`config.mk`:
```
export PLATFORM = sky130hd
export DESIGN_NAME = checked_integer_alu_flat
export DESIGN_NICKNAME = d
export VERILOG_FILES = /design/src/rtl/cia_pkg.sv /design/src/rtl/cia_if.sv /design/src/rtl/checked_integer_alu.sv /design/src/flat_wrapper.sv
export SDC_FILE = /design/constraint.sdc
export NUM_CORES = 2
export LEC_CHECK = 0
export ABC_AREA = 0
export BUFFER_PORTS_ARGS = -buffer_cell sky130_fd_sc_hd__buf_2
export CAP_MARGIN = 40
export CORE_MARGIN = 4
export CORE_UTILIZATION = 25
export DETAILED_ROUTE_END_ITERATION = 12
export GPL_TIMING_DRIVEN = 0
export PLACE_DENSITY_LB_ADDON = 0.12
export SLEW_MARGIN = 20
export SYNTH_ARGS = -nofsm -noshare
export SYNTH_HDL_FRONTEND = slang
export SYNTH_SLANG_ARGS = --single-unit
```
`constraint.sdc`:
```
create_clock -name clk -period 9.5 [get_ports clk]
set_input_delay 0.95 -clock clk [delete_from_list [all_inputs] [get_ports clk]]
set_output_delay 0.95 -clock clk [all_outputs]
set_load 0.05 [all_outputs]
```
`src/rtl/cia_pkg.sv`:
```
// ----------------------------------------------------------------------------
// cia_pkg: shared types and constants of the checked integer ALU
// Opcodes and the fixed field widths of the channels.
// ----------------------------------------------------------------------------
package cia_pkg;

  localparam int MODE_W  = 3;
  localparam int FIELD_W = 64;

  typedef enum logic [MODE_W-1:0] {
    MODE_ADD = 3'd0,
    MODE_SUB = 3'd1,
    MODE_MUL = 3'd2,
    MODE_NEG = 3'd3,
    MODE_ABS = 3'd4,
    MODE_DIV = 3'd5,
    MODE_MOD = 3'd6,
    MODE_PWR = 3'd7
  } mode_t;

endpackage

```
`src/rtl/cia_if.sv`:
```
// ----------------------------------------------------------------------------
// cia_if: valid/ready channels of the checked integer ALU
// Operation channel and result channel, each with source and sink modports.
// ----------------------------------------------------------------------------
interface cia_in_if import cia_pkg::*; ();
  logic                      valid;
  logic                      ready;
  logic [MODE_W-1:0]         mode;
  logic signed [FIELD_W-1:0] operand_a;
  logic signed [FIELD_W-1:0] operand_b;

  modport source (output valid, mode, operand_a, operand_b, input ready);
  modport sink   (input valid, mode, operand_a, operand_b, output ready);
endinterface

interface cia_out_if import cia_pkg::*; ();
  logic                      valid;
  logic                      ready;
  logic signed [FIELD_W-1:0] result_value;
  logic                      no_result;

  modport source (output valid, result_value, no_result, input ready);
  modport sink   (input valid, result_value, no_result, output ready);
endinterface

```
`src/rtl/checked_integer_alu.sv`:
```
// ----------------------------------------------------------------------------
// checked_integer_alu: signed ALU with overflow and divide checks
// Add, subtract, multiply, negate, abs, floor divide, floor modulo and power
// over WIDTH-bit two's complement; flags results that cannot be represented.
// ----------------------------------------------------------------------------
//
//  channel   | direction | handshake     | payload
//  ----------+-----------+---------------+----------------------------------
//  in_chan   | sink      | valid / ready | mode, operand_a, operand_b
//  out_chan  | source    | valid / ready | result_value, no_result
//
//  Add, sub, negate and abs are computed at accept into the result register
//  and pass through S_FIN to the output register. Multiply, divide and modulo
//  use the bit-serial shift-add multiplier and restoring divider, which
//  retire one bit per cycle. Power runs up to 2*WIDTH-3 multiplies on that
//  one multiplier.
//  One transaction is in work at a time; the output register lets the next
//  transaction enter while a result waits for out_chan.ready.
//  Reset (rst_n low, synchronous) returns to idle and drops any result.
//
module checked_integer_alu import cia_pkg::*; #(
  parameter int WIDTH = 64
) (
  input  logic      clk,
  input  logic      rst_n,
  cia_in_if.sink    in_chan,
  cia_out_if.source out_chan
);

  localparam int W  = WIDTH;
  localparam int CW = $clog2(WIDTH);

  localparam logic [W-1:0] MIN_W = {1'b1, {(W-1){1'b0}}};
  localparam logic [W-1:0] MAX_W = ~MIN_W;
  localparam logic [W-1:0] ONE_W = W'(1);
  localparam logic [CW-1:0] CNT_LAST = CW'(W - 1);

  typedef enum logic [6:0] {
    S_IDLE = 7'b0000001,
    S_MUL  = 7'b0000010,
    S_MEND = 7'b0000100,
    S_DIV  = 7'b0001000,
    S_DEND = 7'b0010000,
    S_PWR  = 7'b0100000,
    S_FIN  = 7'b1000000
  } state_t;

  function automatic logic [W-1:0] mag(input logic [W-1:0] v);
    return v[W-1] ? -v : v;
  endfunction

  state_t            state_r, state_nxt;
  logic [MODE_W-1:0] mode_r, mode_nxt;
  logic [W-1:0]      opb_r, opb_nxt;
  logic [W-1:0]      res_r, res_nxt;
  logic              fail_r, fail_nxt;
  logic [CW-1:0]     cnt_r, cnt_nxt;

  // multiplier
  logic [W-1:0] mul_x_r, mul_x_nxt;
  logic [W-1:0] mul_hi_r, mul_hi_nxt;
  logic [W-1:0] mul_lo_r, mul_lo_nxt;
  logic         mul_neg_r, mul_neg_nxt;

  // power sequencer
  logic [W-1:0] acc_r, acc_nxt;
  logic [W-1:0] base_r, base_nxt;
  logic [W-1:0] exp_r, exp_nxt;
  logic         pw_sq_r, pw_sq_nxt;

  // divider
  logic [W-1:0] dv_d_r, dv_d_nxt;
  logic [W-1:0] dv_q_r, dv_q_nxt;
  logic [W-1:0] dv_rm_r, dv_rm_nxt;
  logic         dv_sa_r, dv_sa_nxt;
  logic         dv_sb_r, dv_sb_nxt;

  // output register
  logic              out_valid_r, out_valid_nxt;
  logic [FIELD_W-1:0] out_value_r, out_value_nxt;
  logic              out_fail_r, out_fail_nxt;

  logic [W-1:0] a_w, b_w;
  logic         in_fire;

  // multiplier start request
  logic         mul_go;
  logic [W-1:0] mul_p, mul_q;

  // datapath temporaries
  logic [W-1:0] sum_w, shift_exp;
  logic [W:0]   mul_sum, dv_rs, dv_diff;
  logic         mul_ovf;
  logic [W-1:0] mul_val, mul_lim, qt, rt;
  logic         dv_adj;

  assign a_w     = in_chan.operand_a[W-1:0];
  assign b_w     = in_chan.operand_b[W-1:0];
  assign in_chan.ready = (state_r == S_IDLE);
  assign in_fire = in_chan.valid && in_chan.ready;

  assign out_chan.valid        = out_valid_r;
  assign out_chan.result_value = out_value_r;
  assign out_chan.no_result    = out_fail_r;

  always_comb begin
    state_nxt     = state_r;
    mode_nxt      = mode_r;
    opb_nxt       = opb_r;
    res_nxt       = res_r;
    fail_nxt      = fail_r;
    cnt_nxt       = cnt_r;
    mul_x_nxt     = mul_x_r;
    mul_hi_nxt    = mul_hi_r;
    mul_lo_nxt    = mul_lo_r;
    mul_neg_nxt   = mul_neg_r;
    acc_nxt       = acc_r;
    base_nxt      = base_r;
    exp_nxt       = exp_r;
    pw_sq_nxt     = pw_sq_r;
    dv_d_nxt      = dv_d_r;
    dv_q_nxt      = dv_q_r;
    dv_rm_nxt     = dv_rm_r;
    dv_sa_nxt     = dv_sa_r;
    dv_sb_nxt     = dv_sb_r;
    out_valid_nxt = out_valid_r;
    out_value_nxt = out_value_r;
    out_fail_nxt  = out_fail_r;
    mul_go        = 1'b0;
    mul_p         = acc_r;
    mul_q         = base_r;
    sum_w         = '0;
    shift_exp     = exp_r >> 1;
    mul_sum       = {1'b0, mul_hi_r} + (mul_lo_r[0] ? {1'b0, mul_x_r} : '0);
    dv_rs         = {dv_rm_r, dv_q_r[W-1]};
    dv_diff       = dv_rs - {1'b0, dv_d_r};
    mul_lim       = mul_neg_r ? MIN_W : MAX_W;
    mul_ovf       = (mul_hi_r != '0) || (mul_lo_r > mul_lim);
    mul_val       = mul_neg_r ? -mul_lo_r : mul_lo_r;
    qt            = (dv_sa_r ^ dv_sb_r) ? -dv_q_r : dv_q_r;
    rt            = dv_sa_r ? -dv_rm_r : dv_rm_r;
    dv_adj        = (dv_rm_r != '0) && (dv_sa_r ^ dv_sb_r);

    // drain the output register
    if (out_valid_r && out_chan.ready) begin
      out_valid_nxt = 1'b0;
    end

    case (state_r)
      S_IDLE: begin
        if (in_fire) begin
          mode_nxt = in_chan.mode;
          opb_nxt  = b_w;
          fail_nxt = 1'b0;
          state_nxt = S_FIN;
          case (in_chan.mode)
            MODE_ADD: begin
              sum_w    = a_w + b_w;
              res_nxt  = sum_w;
              fail_nxt = (a_w[W-1] == b_w[W-1]) && (sum_w[W-1] != a_w[W-1]);
            end
            MODE_SUB: begin
              sum_w    = a_w - b_w;
              res_nxt  = sum_w;
              fail_nxt = (a_w[W-1] != b_w[W-1]) && (sum_w[W-1] != a_w[W-1]);
            end
            MODE_MUL: begin
              mul_go = 1'b1;
              mul_p  = a_w;
              mul_q  = b_w;
            end
            MODE_NEG: begin
              res_nxt  = -a_w;
              fail_nxt = (a_w == MIN_W);
            end
            MODE_ABS: begin
              res_nxt  = mag(a_w);
              fail_nxt = (a_w == MIN_W);
            end
            MODE_DIV, MODE_MOD: begin
              if ((b_w == '0) || ((a_w == MIN_W) && (b_w == '1))) begin
                fail_nxt = 1'b1;
              end else begin
                dv_d_nxt  = mag(b_w);
                dv_q_nxt  = mag(a_w);
                dv_rm_nxt = '0;
                dv_sa_nxt = a_w[W-1];
                dv_sb_nxt = b_w[W-1];
                cnt_nxt   = CNT_LAST;
                state_nxt = S_DIV;
              end
            end
            default: begin
              acc_nxt  = ONE_W;
              base_nxt = a_w;
              exp_nxt  = b_w;
              res_nxt  = ONE_W;
              // exponent zero or negative: result is one
              if (!b_w[W-1] && (b_w != '0)) begin
                state_nxt = S_PWR;
              end
            end
          endcase
        end
      end

      S_MUL: begin
        mul_hi_nxt = mul_sum[W:1];
        mul_lo_nxt = {mul_sum[0], mul_lo_r[W-1:1]};
        if (cnt_r == '0) begin
          state_nxt = S_MEND;
        end else begin
          cnt_nxt = cnt_r - 1'b1;
        end
      end

      S_MEND: begin
        if (mode_r == MODE_MUL) begin
          res_nxt   = mul_val;
          fail_nxt  = mul_ovf;
          state_nxt = S_FIN;
        end else if (mul_ovf) begin
          fail_nxt  = 1'b1;
          state_nxt = S_FIN;
        end else begin
          if (pw_sq_r) begin
            base_nxt = mul_val;
          end else begin
            acc_nxt = mul_val;
          end
          state_nxt = S_PWR;
        end
      end

      S_PWR: begin
        if (exp_r[0]) begin
          // multiply into the accumulator, then clear the bit just used
          mul_go    = 1'b1;
          mul_p     = acc_r;
          mul_q     = base_r;
          pw_sq_nxt = 1'b0;
          exp_nxt   = {exp_r[W-1:1], 1'b0};
        end else begin
          exp_nxt = shift_exp;
          if (shift_exp != '0) begin
            // square only while exponent bits remain
            mul_go    = 1'b1;
            mul_p     = base_r;
            mul_q     = base_r;
            pw_sq_nxt = 1'b1;
          end else begin
            res_nxt   = acc_r;
            state_nxt = S_FIN;
          end
        end
      end

      S_DIV: begin
        if (!dv_diff[W]) begin
          dv_rm_nxt = dv_diff[W-1:0];
        end else begin
          dv_rm_nxt = dv_rs[W-1:0];
        end
        dv_q_nxt = {dv_q_r[W-2:0], !dv_diff[W]};
        if (cnt_r == '0) begin
          state_nxt = S_DEND;
        end else begin
          cnt_nxt = cnt_r - 1'b1;
        end
      end

      S_DEND: begin
        // floor rounding: a nonzero remainder of opposite sign lowers the quotient by one or adds the divisor
        if (mode_r == MODE_DIV) begin
          res_nxt = dv_adj ? qt - ONE_W : qt;
        end else begin
          res_nxt = dv_adj ? rt + opb_r : rt;
        end
        state_nxt = S_FIN;
      end

      S_FIN: begin
        if (!out_valid_r || out_chan.ready) begin
          out_valid_nxt = 1'b1;
          out_fail_nxt  = fail_r;
          out_value_nxt = fail_r ? '0 : FIELD_W'(signed'(res_r));
          state_nxt     = S_IDLE;
        end
      end

      default: begin
        state_nxt = S_IDLE;
      end
    endcase

    // launch the shared multiplier on magnitudes
    if (mul_go) begin
      mul_x_nxt   = mag(mul_p);
      mul_lo_nxt  = mag(mul_q);
      mul_hi_nxt  = '0;
      mul_neg_nxt = mul_p[W-1] ^ mul_q[W-1];
      cnt_nxt     = CNT_LAST;
      state_nxt   = S_MUL;
    end
  end

  always_ff @(posedge clk) begin
    if (!rst_n) begin
      state_r     <= S_IDLE;
      out_valid_r <= 1'b0;
      cnt_r       <= '0;
    end else begin
      state_r     <= state_nxt;
      out_valid_r <= out_valid_nxt;
      cnt_r       <= cnt_nxt;
    end
  end

  always_ff @(posedge clk) begin
    mode_r      <= mode_nxt;
    opb_r       <= opb_nxt;
    res_r       <= res_nxt;
    fail_r      <= fail_nxt;
    mul_x_r     <= mul_x_nxt;
    mul_hi_r    <= mul_hi_nxt;
    mul_lo_r    <= mul_lo_nxt;
    mul_neg_r   <= mul_neg_nxt;
    acc_r       <= acc_nxt;
    base_r      <= base_nxt;
    exp_r       <= exp_nxt;
    pw_sq_r     <= pw_sq_nxt;
    dv_d_r      <= dv_d_nxt;
    dv_q_r      <= dv_q_nxt;
    dv_rm_r     <= dv_rm_nxt;
    dv_sa_r     <= dv_sa_nxt;
    dv_sb_r     <= dv_sb_nxt;
    out_value_r <= out_value_nxt;
    out_fail_r  <= out_fail_nxt;
  end

endmodule

```
`src/flat_wrapper.sv`:
```
// flat-port wrapper written by rule: the top's interface ports become plain ports
module checked_integer_alu_flat import cia_pkg::*;
#(
  parameter int WIDTH = 64
)
  (clk, rst_n, in_chan_valid, in_chan_mode, in_chan_operand_a, in_chan_operand_b, in_chan_ready, out_chan_valid, out_chan_result_value, out_chan_no_result, out_chan_ready);
  cia_in_if in_chan_i ();
  cia_out_if out_chan_i ();
  input  logic clk;
  input  logic rst_n;
  input wire logic [$bits(in_chan_i.valid)-1:0] in_chan_valid;
  input wire logic [$bits(in_chan_i.mode)-1:0] in_chan_mode;
  input wire logic [$bits(in_chan_i.operand_a)-1:0] in_chan_operand_a;
  input wire logic [$bits(in_chan_i.operand_b)-1:0] in_chan_operand_b;
  output wire logic [$bits(in_chan_i.ready)-1:0] in_chan_ready;
  output wire logic [$bits(out_chan_i.valid)-1:0] out_chan_valid;
  output wire logic [$bits(out_chan_i.result_value)-1:0] out_chan_result_value;
  output wire logic [$bits(out_chan_i.no_result)-1:0] out_chan_no_result;
  input wire logic [$bits(out_chan_i.ready)-1:0] out_chan_ready;
  assign in_chan_i.valid = in_chan_valid;
  assign in_chan_i.mode = in_chan_mode;
  assign in_chan_i.operand_a = in_chan_operand_a;
  assign in_chan_i.operand_b = in_chan_operand_b;
  assign in_chan_ready = in_chan_i.ready;
  assign out_chan_valid = out_chan_i.valid;
  assign out_chan_result_value = out_chan_i.result_value;
  assign out_chan_no_result = out_chan_i.no_result;
  assign out_chan_i.ready = out_chan_ready;
  checked_integer_alu #(.WIDTH(WIDTH)) u_core (.clk(clk), .rst_n(rst_n), .in_chan(in_chan_i), .out_chan(out_chan_i));
endmodule
```
==> results.md <==
* CP cell instances: inv_1 -> ha_1 -> or4b_1 -> or3_1 -> or3_1 -> or2_2 -> or4_1 -> or2_2 -> o21ai_0 -> xnor2_1 -> ha_1 -> clkbuf_1 -> nand4_1 -> or4_1 -> o21ai_0 -> a21oi_1 -> o311ai_0 -> o41ai_1 -> a211oi_1 -> o21ai_0
* Core Area at about 270000 µm²
* Worst path slowest cell: a211oi_1
* CP max FO at 8
* First-pass GRT wire length at ~530000 µm
* Critical Path Source: u_core.dv_rm_r[0]
* CTS Buffer Depth at 3
* Top FF cell, synth: edfxtp_1
* DRC viols at 0
* Placement Setup Slack at around 1.2 ns
* Final worst slack at 1.62 ns
* Row count at roughly 190
* Fill count at 28700
* Starting DRC count in detailed routing at between 8000 and 9000
* Num Clock Sinks at roughly 800
* DRT Pass-1 Iters at 6
* Largest area contributor in the netlist: edfxtp_1
* Largest cells by area after synthesis: edfxtp_1, ha_1, xnor2_1
* Register area at between 20000 and 25000 µm²
* Initial core utilization at 0.252
* Crit Path Class: register to register
* Multi-input gate area at between 40000 and 50000 µm²
* Antenna violations before repair at 50
* Vias in the first global route at about 64000
* Post-synth EDFFs at 713
* Root Buffer Master: clkbuf_16
* Worst R2R Setup Slack at approximately 1.6 ns
* All-Layer GR Usage at 0.272
* Min Tclk post-route at 7.88 ns
* Tot Pwr at approximately 16 mW
* Finished Cell Area at 78800 µm²
* CTS tree: done
* Vias at 67600
* Top-count cell post-synth: nand2_1
* Worst Setup Start Kind: register
* Status: finished, final reports clean
* Post-DP HPWL at ~330000 µm
* Final GP Congestion at between 1 and 1.5
* CTS clk-pin slew, worst paths at about 0.060 ns
* Nets at between 8000 and 9000
* Mean post-synth cell area at ~8.6 µm²
* Cell mode on critical path: o21ai_0
* Buffer count from post-CTS setup fixing at 0
* Synth Register Bits at roughly 800
* GRT overflow at 0
* RSZ-0062 raised after global routing: no
* Leak Pwr at 29.3 nW
* WP data required at about 9.9 ns
* Yosys warning total at 0
* CTS resizes at 0
* Die area at ~280000 µm²
* Netlist cell types at around 100
* DIE HEIGHT at around 530 µm
* Hold_ws at a little over 0.4 ns
* CTS buffer count at between 100 and 150
* Final hold viol count at 0
* Htree depth at 3
* Sequential area share after synthesis at 0.344
* Worst Tran Pin Value at roughly 1.1 ns
* Io pins at 202
* Achievable frequency at around 130 MHz
* Critical Path Max Stage Delay at 0.58 ns
* Layout area overhead at 18.0%
* Critical path arrival at between 8 and 9 ns
* Worst-Skew Late Latency at a little under 0.8 ns
* Share of cells above drive strength 1 at 0.0918
* End-of-flow core utilization at 0.297
* Layout Skew at 0.0403 ns
* Via/cell ratio at 5.64
* Port bufs at between 200 and 250
* MaxCap Viol Count at 0
* Syn_nets at approximately 8300
* Worst min path class: primary input to register
* # hold bufs at CTS at 0
* Synth Cell Area at between 60000 and 70000 µm²
* Horizontal die dimension at 525 µm
* Slew Viols, Final at 0
* Drt wl/cell at about 33 µm
* Worst reg2reg endpoint: u_core.res_r[51]
* Crit path capture type: register
* ANT nets after route at 0
* Pwr per Cell Area at ~200 nW/µm²
* Final worst path period share at 0.829
* Max IR drop VDD at approximately 150 µV
* Gate count of the mapped netlist at between 7000 and 8000
* Pin count of the biggest net entering global routing at 56
* Slew headroom at 0.264
* Post-DP Area at around 75000 µm²
* Async SR Flop Fraction at 0
* Reg2Reg Depth at 20
* CP endpoint: u_core.res_r[51]
* List of most frequent post-synthesis cells: nand2_1, edfxtp_1, a21oi_1, nor2_1, o21ai_0
* Final setup viols at 0
* DRT Wirelength at 394000 µm
* RR Startpoint: u_core.dv_rm_r[0]
* Post-synth top area share at 0.320
layer usage:
layer  part of all wire  global-route usage  wire (µm)  vias to the layer above
met3              0.083              0.0582      32700                      442
met5            0.00017                   0         67                        -
met4              0.042               0.102      16400                       10
met1               0.46               0.387     179000                    33900
li1                   -                   -          -                    30100
met2               0.42               0.402     165000                     3124
worst max-delay path: cells and delay by family (launching register included):
kind,cells,cell delay (ns)
AND/OR/NAND/NOR,8,3.24
AO/OA/AOI/OAI,7,2.39
buffers and inverters,2,0.63
adder cells (fa/ha/maj),2,0.55
flip-flops,1,0.51
XOR/XNOR,1,0.15
worst min-delay path by stage:
stage | startpoint | to | cells past startpoint
after global routing | in_chan_mode[2] | u_core.mode_r[2] | 1
final | in_chan_mode[0] | u_core.mode_r[0] | 1
after CTS | in_chan_mode[2] | u_core.mode_r[2] | 1
after detailed placement | u_core.mul_hi_r[14] | u_core.mul_hi_r[14] | 2
after floorplan | u_core.fail_r | u_core.out_chan.no_result | 0
after global placement | u_core.fail_r | u_core.out_chan.no_result | 0
power by group:
group / internal, mW / switching [mW]
sequential: 4.36 / 0.481
combinational: 2.31 / 4.28
clock: 2.44 / 1.80
final cells by class:
class	count	area share
diodes	17	0.000540
clock buffers	130	0.0366
plain buffers	462	0.0229
flip-flops and latches	791	0.291
inverters	282	0.0135
multi-input cells	6258	0.523
well taps	3533	0.0561
clock inverters	72	0.00901
repair buffers	436	0.0466
layout by cell type (no fill, tap or decap), types with 78 or more instances in the layout:
master	n
edfxtp_1	713
dfxtp_1	78
ha_1	408
and2_1	125
o211ai_1	99
xor2_1	303
a21oi_1	637
buf_6	92
buf_2	252
nand4_1	126
inv_1	276
o31ai_1	113
nand3_1	218
nor2b_1	126
nor2_1	602
or3_1	123
nand2_1	733
clkbuf_16	111
a21o_1	237
nor4_1	101
o21ai_0	550
xnor2_1	435
nor3_1	151
clkbuf_1	383
mux2i_1	91
logic make-up (layout without fill, tap and decap cells):
kind of cell,count (synthesis),after routing,share of synthesized area
other,0,17,0
buffers and inverters,744,1382,0.0422
AOI/OAI and AO/OA,2373,2373,0.229
and+or+nand+nor,2633,2633,0.195
muxes,97,97,0.0146
adders and majority gates,413,413,0.0779
DFF,791,791,0.344
xor gates and xnor gates,742,742,0.0975
stage by stage:
stage               std cells  setup TNS, ns
global route            12000              0
finish                  12000              0
global placement        11500       -1740.90
detailed placement      11700              0
floorplan                7793              0
CTS                     11900              0
state kept, by name, indices dropped and copies added, names as in the netlist, 6 cells and up:
signal,flops
u_core.mul_hi_r,64
u_core.mul_x_r,64
u_core.acc_r,64
u_core.state_r,7
u_core.res_r,64
u_core.base_r,64
u_core.out_chan.result_value,64
u_core.dv_q_r,64
u_core.dv_rm_r,64
u_core.exp_r,64
u_core.mul_lo_r,64
u_core.dv_d_r,64
u_core.opb_r,64
u_core.cnt_r,6
No activity file was read; power rests on OpenSTA's default activity.
